===== src/sv/imt_pkg.sv =====
// ----------------------------------------------------------------------------
// imt_pkg
// Sizes, codes and item types of the in-place matrix transpose.
// ----------------------------------------------------------------------------
package imt_pkg;

	localparam int CAPACITY  = 1024;
	localparam int ELEM_W    = 32;
	localparam int FIELD_W   = 32;
	localparam int REG_W     = 11;
	localparam int ADDR_W    = $clog2(CAPACITY);
	localparam int POS_W     = $clog2(CAPACITY + 1);
	localparam int PROD_W    = 2 * REG_W;
	localparam int DIV_CNT_W = (ADDR_W > 1) ? $clog2(ADDR_W) : 1;
	localparam int CFG_IDX_W = 2;

	localparam logic [CFG_IDX_W-1:0] CFG_ROWS = CFG_IDX_W'(0);
	localparam logic [CFG_IDX_W-1:0] CFG_COLS = CFG_IDX_W'(1);

	typedef enum logic {
		ACT_LOAD = 1'b0,
		ACT_READ = 1'b1
	} action_t;

	typedef struct packed {
		action_t              action;
		logic [FIELD_W-1:0]   element_in;
	} req_t;

	typedef struct packed {
		logic [FIELD_W-1:0]   element_out;
		logic                 last_of_matrix;
	} rsp_t;

	typedef struct packed {
		logic [REG_W-1:0] rows;
		logic [REG_W-1:0] cols;
	} shape_t;

	typedef struct packed {
		logic              go;
		logic [ADDR_W-1:0] k;
	} ix_req_t;

	typedef struct packed {
		logic              done;
		logic [ADDR_W-1:0] next;
	} ix_rsp_t;

endpackage


===== src/sv/imt_index_unit.sv =====
// ----------------------------------------------------------------------------
// imt_index_unit
// Shared index unit: next(k) = (k mod cols) * rows + k div cols, by a
// restoring divider (one quotient bit a cycle) and a registered multiply-add.
// ----------------------------------------------------------------------------
module imt_index_unit import imt_pkg::*; (
	input  logic    clk,
	input  logic    arst_n,
	input  shape_t  shape,
	input  ix_req_t req,
	output ix_rsp_t rsp
);

	typedef enum logic [2:0] {
		IX_IDLE = 3'b001,
		IX_DIV  = 3'b010,
		IX_MUL  = 3'b100
	} ix_state_t;

	ix_state_t             state_q;
	logic [DIV_CNT_W-1:0]  cnt_q;
	logic [ADDR_W-1:0]     dq_q;
	logic [REG_W-1:0]      rem_q;
	logic                  done_q;
	logic [ADDR_W-1:0]     next_q;

	logic [REG_W:0]        trial;
	logic [REG_W:0]        diff;
	logic                  ge;
	logic [REG_W-1:0]      rem_d;
	logic [PROD_W-1:0]     prod;
	logic [PROD_W-1:0]     sum;

	always_comb begin
		trial = {rem_q, dq_q[ADDR_W-1]};
		ge    = trial >= {1'b0, shape.cols};
		diff  = trial - {1'b0, shape.cols};
		rem_d = ge ? diff[REG_W-1:0] : trial[REG_W-1:0];
		prod  = PROD_W'(rem_q) * PROD_W'(shape.rows);
		sum   = prod + PROD_W'(dq_q);
	end

	always_ff @(posedge clk or negedge arst_n) begin
		if (!arst_n) begin
			state_q <= IX_IDLE;
			cnt_q   <= '0;
			done_q  <= 1'b0;
		end else begin
			unique case (state_q)
				IX_IDLE: begin
					done_q <= 1'b0;
					if (req.go) begin
						cnt_q   <= DIV_CNT_W'(ADDR_W - 1);
						state_q <= IX_DIV;
					end
				end
				IX_DIV: begin
					if (cnt_q == '0) begin
						state_q <= IX_MUL;
					end else begin
						cnt_q <= cnt_q - 1'b1;
					end
				end
				IX_MUL: begin
					done_q  <= 1'b1;
					state_q <= IX_IDLE;
				end
				default: begin
					done_q  <= 1'b0;
					state_q <= IX_IDLE;
				end
			endcase
		end
	end

	always_ff @(posedge clk) begin
		unique case (state_q)
			IX_IDLE: begin
				if (req.go) begin
					dq_q  <= req.k;
					rem_q <= '0;
				end
			end
			IX_DIV: begin
				dq_q  <= {dq_q[ADDR_W-2:0], ge};
				rem_q <= rem_d;
			end
			IX_MUL: next_q <= sum[ADDR_W-1:0];
			default: ;
		endcase
	end

	assign rsp.done = done_q;
	assign rsp.next = next_q;

endmodule


===== config.mk =====
export PLATFORM = sky130hd
export DESIGN_NAME = imt_index_unit
export DESIGN_NICKNAME = d
export VERILOG_FILES = /design/src/sv/imt_pkg.sv /design/src/sv/imt_index_unit.sv
export SDC_FILE = /design/constraint.sdc
export NUM_CORES = 1
export LEC_CHECK = 0
export BUFFER_PORTS_ARGS = -buffer_cell sky130_fd_sc_hd__buf_2
export CAP_MARGIN = 10
export CORE_MARGIN = 2
export CORE_UTILIZATION = 54
export DETAILED_ROUTE_END_ITERATION = 10
export HOLD_SLACK_MARGIN = 0.02
export MAX_ROUTING_LAYER = met4
export PLACE_DENSITY = 0.9
export REMOVE_ABC_BUFFERS = 1
export SYNTH_ARGS = -nofsm -noshare
export SYNTH_HDL_FRONTEND = slang
export SYNTH_SLANG_ARGS = --single-unit

===== constraint.sdc =====
create_clock -name clk -period 4.39 [get_ports clk]
set_input_delay 0.878 -clock clk [delete_from_list [all_inputs] [get_ports clk]]
set_output_delay 0.878 -clock clk [all_outputs]
set_load 0.02 [all_outputs]

== Word level (Yosys, flattened, before mapping) ==
Cells that the tools add are included.

* Bits in registers: 39
* Output and inout bits: 11

* Add/sub/neg operators: 3
* $mul: 1
* Magnitude comparators: 1
* Eq/ne operators: 6
* Multiplexer cells: 12
* Reduce and logical (&&, ||, !) cells: 5

{| class="wikitable"
|+ Operators by type and width
! operator !! count
|-
| $mux W11 || 2
|-
| $pmux W11 S2 || 1
|-
| $pmux W10 S2 || 1
|-
| $ge A12 B11 Y1 || 1
|-
| $mul A11 B11 Y10 || 1
|-
| $sub A11 B11 Y11 || 1
|-
| $add A10 B10 Y10 || 1
|-
| $mux W10 || 1
|-
| $mux W4 || 2
|-
| $pmux W4 S2 || 1
|-
| $mux W3 || 2
|-
| $ne A2 B2 Y1 const B || 3
|-
| $pmux W3 S2 || 1
|-
| $logic_not A4 Y1 || 1
|-
| $reduce_and A2 Y1 || 2
|-
| $sub A4 B1 Y4 const B || 1
|-
| $eq A3 B1 Y1 const B || 1
|-
| $eq A3 B2 Y1 const B || 1
|-
| $eq A3 B3 Y1 const B || 1
|-
| $reduce_and A3 Y1 || 1
|-
| $pmux W1 S2 || 1
|-
| $reduce_bool A2 Y1 || 1
|}

== Depth between registers and ports, before layout ==
Gate-level depths: netlist of run 1.

* Depth in word-level cells: 3
* Depth in mapped cells: 18
* Mapped depth without buffers: 17

== Least setup slack after synthesis of run 1 ==
Ideal clock, no wire load.

* Kind: input to register
* Start: input shape[12] (netlist name)
* End: register next_q[9] (data pin)
* Library setup time: 0.258 ns
* Arrival time: 4.536 ns
* Data required time: 4.132 ns
* Path slack: -0.403 ns
* Stages on the path: 15
* Buffers on the path: 1
* Cell sequence: buf_2 nand2_1 fa_1 inv_1 fa_1 inv_1 fa_1 inv_1 fa_1 inv_1 fa_1 inv_1 ha_1 o41a_1 xnor2_1

* Longest elaborated chain between the ends: 2

{| class="wikitable"
|+ Ends and longest elaborated chain
! what !! line !! text
|-
| start: declaration || imt_index_unit.sv:9 || <nowiki>input shape_t shape,</nowiki>
|-
| $mul A11 B11 Y10 || imt_index_unit.sv:39 || <nowiki>prod = PROD_W'(rem_q) * PROD_W'(shape.rows);</nowiki>
|-
| $add A10 B10 Y10 || imt_index_unit.sv:40 || <nowiki>sum = prod + PROD_W'(dq_q);</nowiki>
|-
| via sum[9] || imt_index_unit.sv:32 || <nowiki>logic [PROD_W-1:0] sum;</nowiki>
|-
| end signal: assignment || imt_index_unit.sv:88 || <nowiki>IX_MUL: next_q <= sum[ADDR_W-1:0];</nowiki>
|-
| end: declaration || imt_index_unit.sv:25 || <nowiki>logic [ADDR_W-1:0] next_q;</nowiki>
|}

The timed path passes the listed nets, and every way through them passes these cells.
A chain may end at the register's enable or synchronous reset.

== Final worst setup path of run 1 ==
* Start: input shape[13] (netlist name)
* End: register next_q[9] (data pin)

Same word-level chain as after synthesis.

==> results of run 1 <==
==> layout make-up <==
cell class              count  area, µm²
multi-input cells         292       2630
fillers                   499       2370
flip-flops and latches     39       1130
repair buffers             74        490
inverters                  74        278
well taps                  99        124
clock buffers               6       93.8
clock inverters             2       17.5
==> timing repair <==
item / 4_1_cts / 5_1_grt
gates resized for setup: 30 / 24
setup endpoints to repair: 3 / 2
cloned: 0 / 0
hold endpoints to repair: 0 / 0
pin swaps: 28 / 28
setup buffers: 0 / 4
==> synth_stat cells, types with 2 or more instances <==
library cell,count
xnor2_1,25
a21oi_1,11
a21o_1,4
dfrtp_1,7
a211oi_2,3
o22ai_1,2
o21bai_1,2
nor2_1,21
nand2_1,68
mux2i_1,5
nand2b_1,2
o211ai_1,2
o21a_1,3
o21ai_0,2
o21ai_1,6
nor3b_1,2
nand3_1,3
edfxtp_1,31
ha_1,41
nor3_1,7
nor2_2,4
clkbuf_1,8
fa_1,31
nor2b_1,3
and2_1,18
inv_1,74
xor2_1,7
==> kinds of logic (layout without fill, tap and decap cells) <==
| family | count (synthesis) | in the layout | synth area share, % |
|---|---|---|---|
| multiplexers | 5 | 5 | 1.28 |
| flip-flops | 39 | 39 | 28.8 |
| AND/OR/NAND/NOR | 138 | 138 | 16.7 |
| adder cells (fa/ha/maj) | 72 | 72 | 28.9 |
| AO/OA/AOI/OAI | 45 | 45 | 8.70 |
| buffers and inverters | 85 | 156 | 8.45 |
| XOR/XNOR | 32 | 32 | 7.14 |
==> worst max-delay path: stages <==
cell     delay, ns
buf_8         0.11
buf_8         0.13
and2_1        0.19
fa_1          0.51
ha_1          0.16
inv_1         0.05
fa_1          0.46
fa_1          0.49
fa_1          0.51
inv_1         0.07
ha_4          0.26
o21ai_2       0.07
a21oi_2       0.08
o41a_1        0.42
xnor2_1       0.15
==> state kept, by name, indices dropped and copies added, names as in the netlist <==
signal / count
next_q: 10
state_q: 3
cnt_q: 4
dq_q: 10
rem_q: 11
done_q: 1
==> stage by stage <==
step           setup TNS (ns)  hold WS [ns]  instance area [µm²]  cells
3_3_place_gp            -1.25         0.454                 4410    574
2_1_floorplan          -0.311         0.472                 3870    405
6_report              -0.0815         0.397                 4770    586
3_5_place_dp            -1.47         0.464                 4410    574
5_1_grt                -0.221         0.399                 4770    586
4_1_cts              -0.00852         0.402                 4640    582
==> metal layers <==
metal | share of wire [%] | track usage, % | routed length, µm | vias up
met2 | 53 | 44.4 | 4940 | 116
met1 | 37 | 27.4 | 3480 | 1515
met4 | 4.8 | 12.8 | 446 | 0
li1 | - | - | - | 1475
met5 | 0 | - | 0 | -
met3 | 5.2 | 4.06 | 491 | 44
==> worst paths after layout <==
check / start / to / slack (ns) / depth (start not counted)
max reg2reg: rem_q[2] / next_q[9] / 0.10 / 14
min reg2reg: done_q / done_q / 0.50 / 1
min: arst_n / cnt_q[2] / 0.40 / 1
min in group clk: done_q / done_q / 0.50 / 1
max in group asynchronous: arst_n / state_q[0] / 3.76 / 1
max: shape[13] / next_q[9] / -0.08 / 15
==> results.py, run 1 <==
metrics = {
    "run_status": {
        "status": "finished, violations left",
        "failed_checks": "setup timing",
    },
    "clock_network": {
        "clk_pin_slew_ns": 0.09,
        "ctsHtreeMaxLevel": 2,
        "clock_sinks": 39,
        "cts_root_buf": "clkbuf_8",
        "cts_tree": "done",
        "cts_made_buffers": 5,
        "clockBufferDepth": 2,
        "worst_skew_pair.late_latency_ns": 0.31,
        "ctsHoldBuffers": 0,
    },
    "floorplanning": {
        "core_um2": 7140,
        "die_h_um": 89.3,
        "die-area_um2": 7970,
        "num_io_pins": 46,
        "fp.dieW_um": 89.3,
        "rows": 31,
        "start_util_pct": 55.0,
    },
    "sta": {
        "setup_slack_ns": -0.0815,
        "period_share_pct": 102,
        "skew_ns": 0.00935,
        "rsz0062_at_grt": "yes",
        "finalHoldViolations": 0,
        "setup_viol_count_final": 1,
        "relSlewSlack_pct": 37.6,
        "finalMaxSlewViolations": 0,
        "max_freq_mhz": 224,
        "tightestPinTransition_ns": 0.932,
        "finalCriticalPeriod_ns": 4.47,
    },
    "critical_path": {
        "cp-start-kind": "input pin",
        "path_max_fanout": 7,
        "cp.required_ns": 4.45,
        "criticalPathCategory": "in2reg",
        "cp.arrival_ns": 4.53,
        "end_kind": "flop",
    },
    "yosys": {
        "synth_area_leaders": "edfxtp_1 24%, fa_1 16%, ha_1 13%",
        "syn_inst": 416,
        "synth_top_cell_area_share_pct": 23.7,
        "syn_area_per_cell_um2": 9.44,
        "synth_seq_area_share_pct": 28.8,
        "ys.warnings.count": 0,
        "synth_flop_cell": "edfxtp_1",
        "yosysTopAreaCell": "edfxtp_1",
        "synth.distinct_cells": 51,
        "synth_area_um2": 3930,
        "ys_ff_latch": 39,
        "synth_edf_count": 31,
        "synthArstFlopShare_pct": 20.5,
    },
    "placed_design": {
        "io_buffers": 44,
        "globalplace.congestion": 0.918,
        "post-place-ws_ns": -0.514,
        "dp_hpwl_um": 6740,
    },
    "hold_path": {
        "hold_class": "in2async",
    },
    "global_routing": {
        "grt_pass1_vias": 3300,
        "grt_max_degree": 25,
        "antenna_found_initial": 0,
        "gr-usage-all-layers_pct": 25.2,
        "grt.overflow.total": 0,
        "grt_pass1_wl_um": 14800,
    },
    "cells_and_area": {
        "layout_common_cells": "67 x inv_1, 55 x nand2_1, 41 x buf_2",
        "antenna_cells": 0,
        "mostFrequentLayoutCell": "inv_1",
        "fin_util_pct": 66.8,
        "finalNetCount": 593,
        "drive_above_1_share_pct": 27.9,
        "synthToLayoutAreaGrowth_pct": 21.4,
    },
    "drt": {
        "drt-initial-drc-count": 182,
        "drc": 0,
        "wl_per_cell_um": 16.0,
        "ant_nets": 0,
        "vias": 3150,
        "wirelength_um": 9350,
        "first_pass_iters": 4,
        "avgViaCountPerCell": 5.38,
    },
    "job": {
        "max-cap-violations": 0,
    },
}
Power of run 1 is not shown: default switching activity piles up to over one toggle a cycle in this logic, so the estimate is an artifact.
==> run 2: changes to the inputs <==
RECOVER_POWER = 50   (was unset)
==> run 2 against run 1 <==
Effect of this change:
- the flow finishes with violations (capacitance limit, slew limit, setup timing)
- largest cell class unchanged
- first-iteration DRC count decreased by 21%
- global-route usage unchanged
- wire length decreased by 0.75%
- design area decreased by 0.63%
- die area unchanged
- non-clock buffer count unchanged
- sequential share of layout area increased by 0.15 points
- utilization decreased by 0.42 points
- critical path depth unchanged
==> results.py, run 2 (synthesis gave the netlist of run 1 again) <==
metrics = {
    "drt": {
        "first_pass_iters": 4,
        "ant_nets": 0,
        "wl_per_cell_um": 15.8,
        "wirelength_um": 9280,
        "avgViaCountPerCell": 5.35,
        "drc": 0,
        "drt-initial-drc-count": 143,
        "vias": 3138,
    },
    "hold_path": {
        "hold_class": "in2async",
    },
    "floorplanning": {
        "fp.dieW_um": 89.3,
        "rows": 31,
        "die_h_um": 89.3,
        "core_um2": 7140,
        "die-area_um2": 7970,
        "start_util_pct": 55.0,
        "num_io_pins": 46,
    },
    "critical_path": {
        "end_kind": "flop",
        "path_max_fanout": 6,
        "cp.arrival_ns": 4.53,
        "criticalPathCategory": "in2reg",
        "cp.required_ns": 4.45,
        "cp-start-kind": "input pin",
    },
    "clock_network": {
        "clock_sinks": 39,
        "ctsHtreeMaxLevel": 2,
        "cts_root_buf": "clkbuf_8",
        "clockBufferDepth": 2,
        "cts_tree": "done",
        "ctsHoldBuffers": 0,
        "worst_skew_pair.late_latency_ns": 0.30,
        "clk_pin_slew_ns": 0.09,
        "cts_made_buffers": 5,
    },
    "sta": {
        "relSlewSlack_pct": -13.4,
        "finalCriticalPeriod_ns": 4.47,
        "skew_ns": 0.00894,
        "finalHoldViolations": 0,
        "max_freq_mhz": 224,
        "setup_slack_ns": -0.0831,
        "setup_viol_count_final": 1,
        "finalMaxSlewViolations": 14,
        "tightestPinTransition_ns": 1.70,
        "period_share_pct": 102,
        "rsz0062_at_grt": "yes",
    },
    "global_routing": {
        "grt.met3_usage_pct": 4.06,
        "gr-usage-all-layers_pct": 25.2,
        "grtUsageMet1_pct": 27.4,
        "grt.overflow.total": 0,
        "grt_pass1_vias": 3300,
        "grt.met2_usage_pct": 44.4,
        "grt_max_degree": 25,
        "antenna_found_initial": 0,
        "grt_pass1_wl_um": 14800,
        "grt_busiest_layer": "met2",
    },
    "cells_and_area": {
        "largestRegisters": "rem_q (11), dq_q (10), next_q (10)",
        "fin_area_um2": 4740,
        "antenna_cells": 0,
        "seq_area_um2": 1130,
        "mostFrequentLayoutCell": "inv_1",
        "largest_reg_flops": 11,
        "synthToLayoutAreaGrowth_pct": 20.7,
        "final_cells": 586,
        "multi_input_area_um2": 2620,
        "finalNetCount": 593,
        "fin_util_pct": 66.4,
        "layout_common_cells": "67 x inv_1, 55 x nand2_1, 34 x ha_1",
        "top_register": "rem_q",
        "fillers": 512,
        "drive_above_1_share_pct": 24.4,
    },
    "placed_design": {
        "placed_cell_area_um2": 4410,
        "post-place-ws_ns": -0.514,
        "globalplace.congestion": 0.918,
        "dp.cells": 574,
        "io_buffers": 44,
        "dp_hpwl_um": 6740,
    },
    "job": {
        "max-cap-violations": 1,
    },
    "run_status": {
        "failed_checks": "capacitance limit, slew limit, setup timing",
        "status": "finished, violations left",
    },
}
[run 2: path summary, 6_finish.rpt]
path                       startpoint         end  slack [ns]  cells past startpoint
max                         shape[14]   next_q[9]       -0.08                     15
min                            arst_n    cnt_q[2]        0.47                      1
max reg2reg                  rem_q[2]   next_q[9]        0.10                     14
min reg2reg                    done_q      done_q        0.50                      1
max in group asynchronous      arst_n  state_q[0]        3.60                      1
min in group clk               done_q      done_q        0.50                      1
[run 2: final cells by class]
class / instances / share of cell area [%]
Clock buffer: 6 / 1.98
Tap cell: 99 / 2.62
Clock inverter: 2 / 0.370
Sequential cell: 39 / 23.9
Timing Repair Buffer: 74 / 9.88
Inverter: 74 / 5.87
Multi-Input combinational cell: 292 / 55.4
[run 2: metal layers]
layer,part of all wire [%],up-vias
met5,0,-
met4,5.0,0
met3,5.2,40
met2,53,119
met1,37,1501
li1,-,1478
[run 2: timing repair]
action,in CTS,in global routing
endpoints found under the setup margin,3,2
pin swaps,28,28
setup buffers,0,4
resized for setup,30,24
[run 2: worst max-delay path, stage by stage]
cell and delay, ns:
buf_6 0.10, buf_6 0.13, and2_1 0.17, fa_1 0.54
ha_1 0.16, inv_1 0.05, fa_1 0.46, fa_1 0.49
fa_1 0.51, inv_1 0.07, ha_4 0.26, o21ai_2 0.07
a21oi_2 0.08, o41a_1 0.43, xnor2_1 0.15
[run 2: metrics by stage]
step	setup TNS, ns	hold slack (ns)
floorplan	-0.311	0.472
global placement	-1.25	0.454
detailed placement	-1.47	0.464
CTS	-0.00852	0.402
global route	-0.221	0.497
finish	-0.0831	0.469
Power of run 2 is left out for the same reason.
==> run 3: changes to the inputs <==
CORE_UTILIZATION = 55   (was 54)
CTS_BUF_LIST = sky130_fd_sc_hd__clkbuf_4 sky130_fd_sc_hd__clkbuf_8   (was unset)
PLACE_DENSITY = 0.91   (was 0.9)
==> run 3 against run 2 <==
Effect of this change:
- the flow still finishes with violations (capacitance limit, slew limit, setup timing)
- final cell count shrank 0.85%
- via count rose by 0.35%
- first-iteration DRC count up 22%
- critical path type unchanged
- global-route usage is 0.68 points higher
- clock skew decreased by 0.0046 ns
==> results.py, run 3 (synthesis gave the netlist of run 1 again) <==
metrics = {
    "cells_and_area": {
        "finalNetCount": 591,
        "drive_above_1_share_pct": 23.3,
        "mostFrequentLayoutCell": "inv_1",
        "largestRegisters": "rem_q (11), dq_q (10), next_q (10)",
        "fin_util_pct": 69.5,
        "layout_common_cells": "64 x inv_1, 63 x nand2_1, 32 x ha_1",
        "antenna_cells": 0,
        "largest_reg_flops": 11,
        "top_register": "rem_q",
        "synthToLayoutAreaGrowth_pct": 20.9,
    },
    "critical_path": {
        "criticalPathCategory": "in2reg",
        "cp.required_ns": 4.46,
        "ff2ff_setup_slack_ns": 0.09,
        "r2r_cells": 14,
        "path_max_fanout": 2,
        "end_kind": "flop",
        "r2r-start": "rem_q[4]",
        "cp.arrival_ns": 4.57,
        "cp-start-kind": "input pin",
        "r2r-end": "next_q[9]",
    },
    "sta": {
        "finalMaxSlewViolations": 14,
        "setup_slack_ns": -0.114,
        "finalCriticalPeriod_ns": 4.50,
        "setup_viol_count_final": 1,
        "max_freq_mhz": 222,
        "period_share_pct": 103,
        "relSlewSlack_pct": -2.55,
        "finalHoldViolations": 0,
        "skew_ns": 0.00430,
        "rsz0062_at_grt": "yes",
        "tightestPinTransition_ns": 1.53,
    },
    "clock_network": {
        "worst_skew_pair.late_latency_ns": 0.31,
        "clock_sinks": 39,
        "cts_tree": "done",
        "ctsHtreeMaxLevel": 2,
        "clk_pin_slew_ns": 0.09,
        "clockBufferDepth": 2,
        "cts_root_buf": "clkbuf_8",
        "cts_made_buffers": 5,
        "ctsHoldBuffers": 0,
    },
    "drt": {
        "wirelength_um": 9460,
        "avgViaCountPerCell": 5.42,
        "wl_per_cell_um": 16.3,
        "drc": 0,
        "first_pass_iters": 5,
        "drt-initial-drc-count": 175,
        "vias": 3149,
        "ant_nets": 0,
    },
    "floorplanning": {
        "core_um2": 6830,
        "die_h_um": 88.5,
        "rows": 30,
        "num_io_pins": 46,
        "start_util_pct": 57.5,
        "die-area_um2": 7830,
        "fp.dieW_um": 88.5,
    },
    "global_routing": {
        "grt_pass1_vias": 3367,
        "antenna_found_initial": 0,
        "grt_pass1_wl_um": 14900,
        "grt.overflow.total": 0,
        "gr-usage-all-layers_pct": 25.9,
        "grt_max_degree": 25,
    },
    "run_status": {
        "failed_checks": "capacitance limit, slew limit, setup timing",
        "status": "finished, violations left",
    },
    "placed_design": {
        "dp_hpwl_um": 6720,
        "io_buffers": 44,
        "globalplace.congestion": 0.978,
        "post-place-ws_ns": -0.573,
    },
    "hold_path": {
        "hold_class": "in2async",
    },
    "job": {
        "max-cap-violations": 1,
    },
}
-- run 3: cell types whose count changed in the layout (fill, tap and decap cells not counted), moves of 3 or more --
cell / delta
nand2_1: +8
nand2_2: -8
inv_1: -3
inv_2: +3
buf_6: +4
buf_4: -3
buf_8: -3
-- run 3: metal layers --
| layer | wire length, µm | part of all wire (%) | track usage, % |
|---|---|---|---|
| met1 | 3670 | 39 | 27.3 |
| met2 | 4930 | 52 | 45.9 |
| met3 | 512 | 5.4 | 4.38 |
| met4 | 344 | 3.6 | 14.3 |
| met5 | 0 | 0 | - |
-- run 3: layout make-up --
type / count / area, µm²
Multi-Input combinational cell: 292 / 2630
Fill cell: 456 / 2080
Sequential cell: 39 / 1130
Clock buffer: 5 / 68.8
Tap cell: 96 / 120
Inverter: 74 / 278
Clock inverter: 3 / 71.3
Timing Repair Buffer: 72 / 445
-- run 3: worst max-delay path by stage --
stage,startpoint,end,slack [ns],cells after the start
after floorplan,shape[14],next_q[9],-0.31,14
after global placement,shape[14],next_q[9],-0.48,15
after detailed placement,shape[14],next_q[9],-0.57,15
after CTS,shape[12],next_q[9],-0.06,17
after global routing,shape[12],next_q[9],-0.23,15
final,shape[12],next_q[9],-0.11,17
-- run 3: through the flow --
step           cells  TNS (ns)  cell area [µm²]  hold slack, ns
2_1_floorplan    405    -0.311             3870           0.472
3_3_place_gp     571     -1.25             4410           0.454
3_5_place_dp     571     -1.66             4410           0.485
4_1_cts          579   -0.0714             4660           0.390
5_1_grt          581    -0.295             4750           0.493
6_report         581    -0.114             4750           0.462
-- run 3: repair_timing --
action / 4_1_cts / 5_1_grt
setup buffers: 0 / 2
endpoints found under the hold margin: 0 / 0
pin swaps: 23 / 15
resized for setup: 25 / 23
endpoints found under the setup margin: 3 / 4
-- run 3: worst max-delay path, cell delays in order --
cell and delay [ns]:
buf_8 0.09, nand2_4 0.05, fa_1 0.55, inv_2 0.05
fa_1 0.51, inv_2 0.05, fa_1 0.53, inv_2 0.04
fa_1 0.52, inv_2 0.05, fa_2 0.35, xnor2_2 0.15
xnor2_2 0.15, xnor2_1 0.20, xnor2_1 0.16, xnor2_1 0.16
xnor2_1 0.09
Power of run 3 is left out for the same reason.
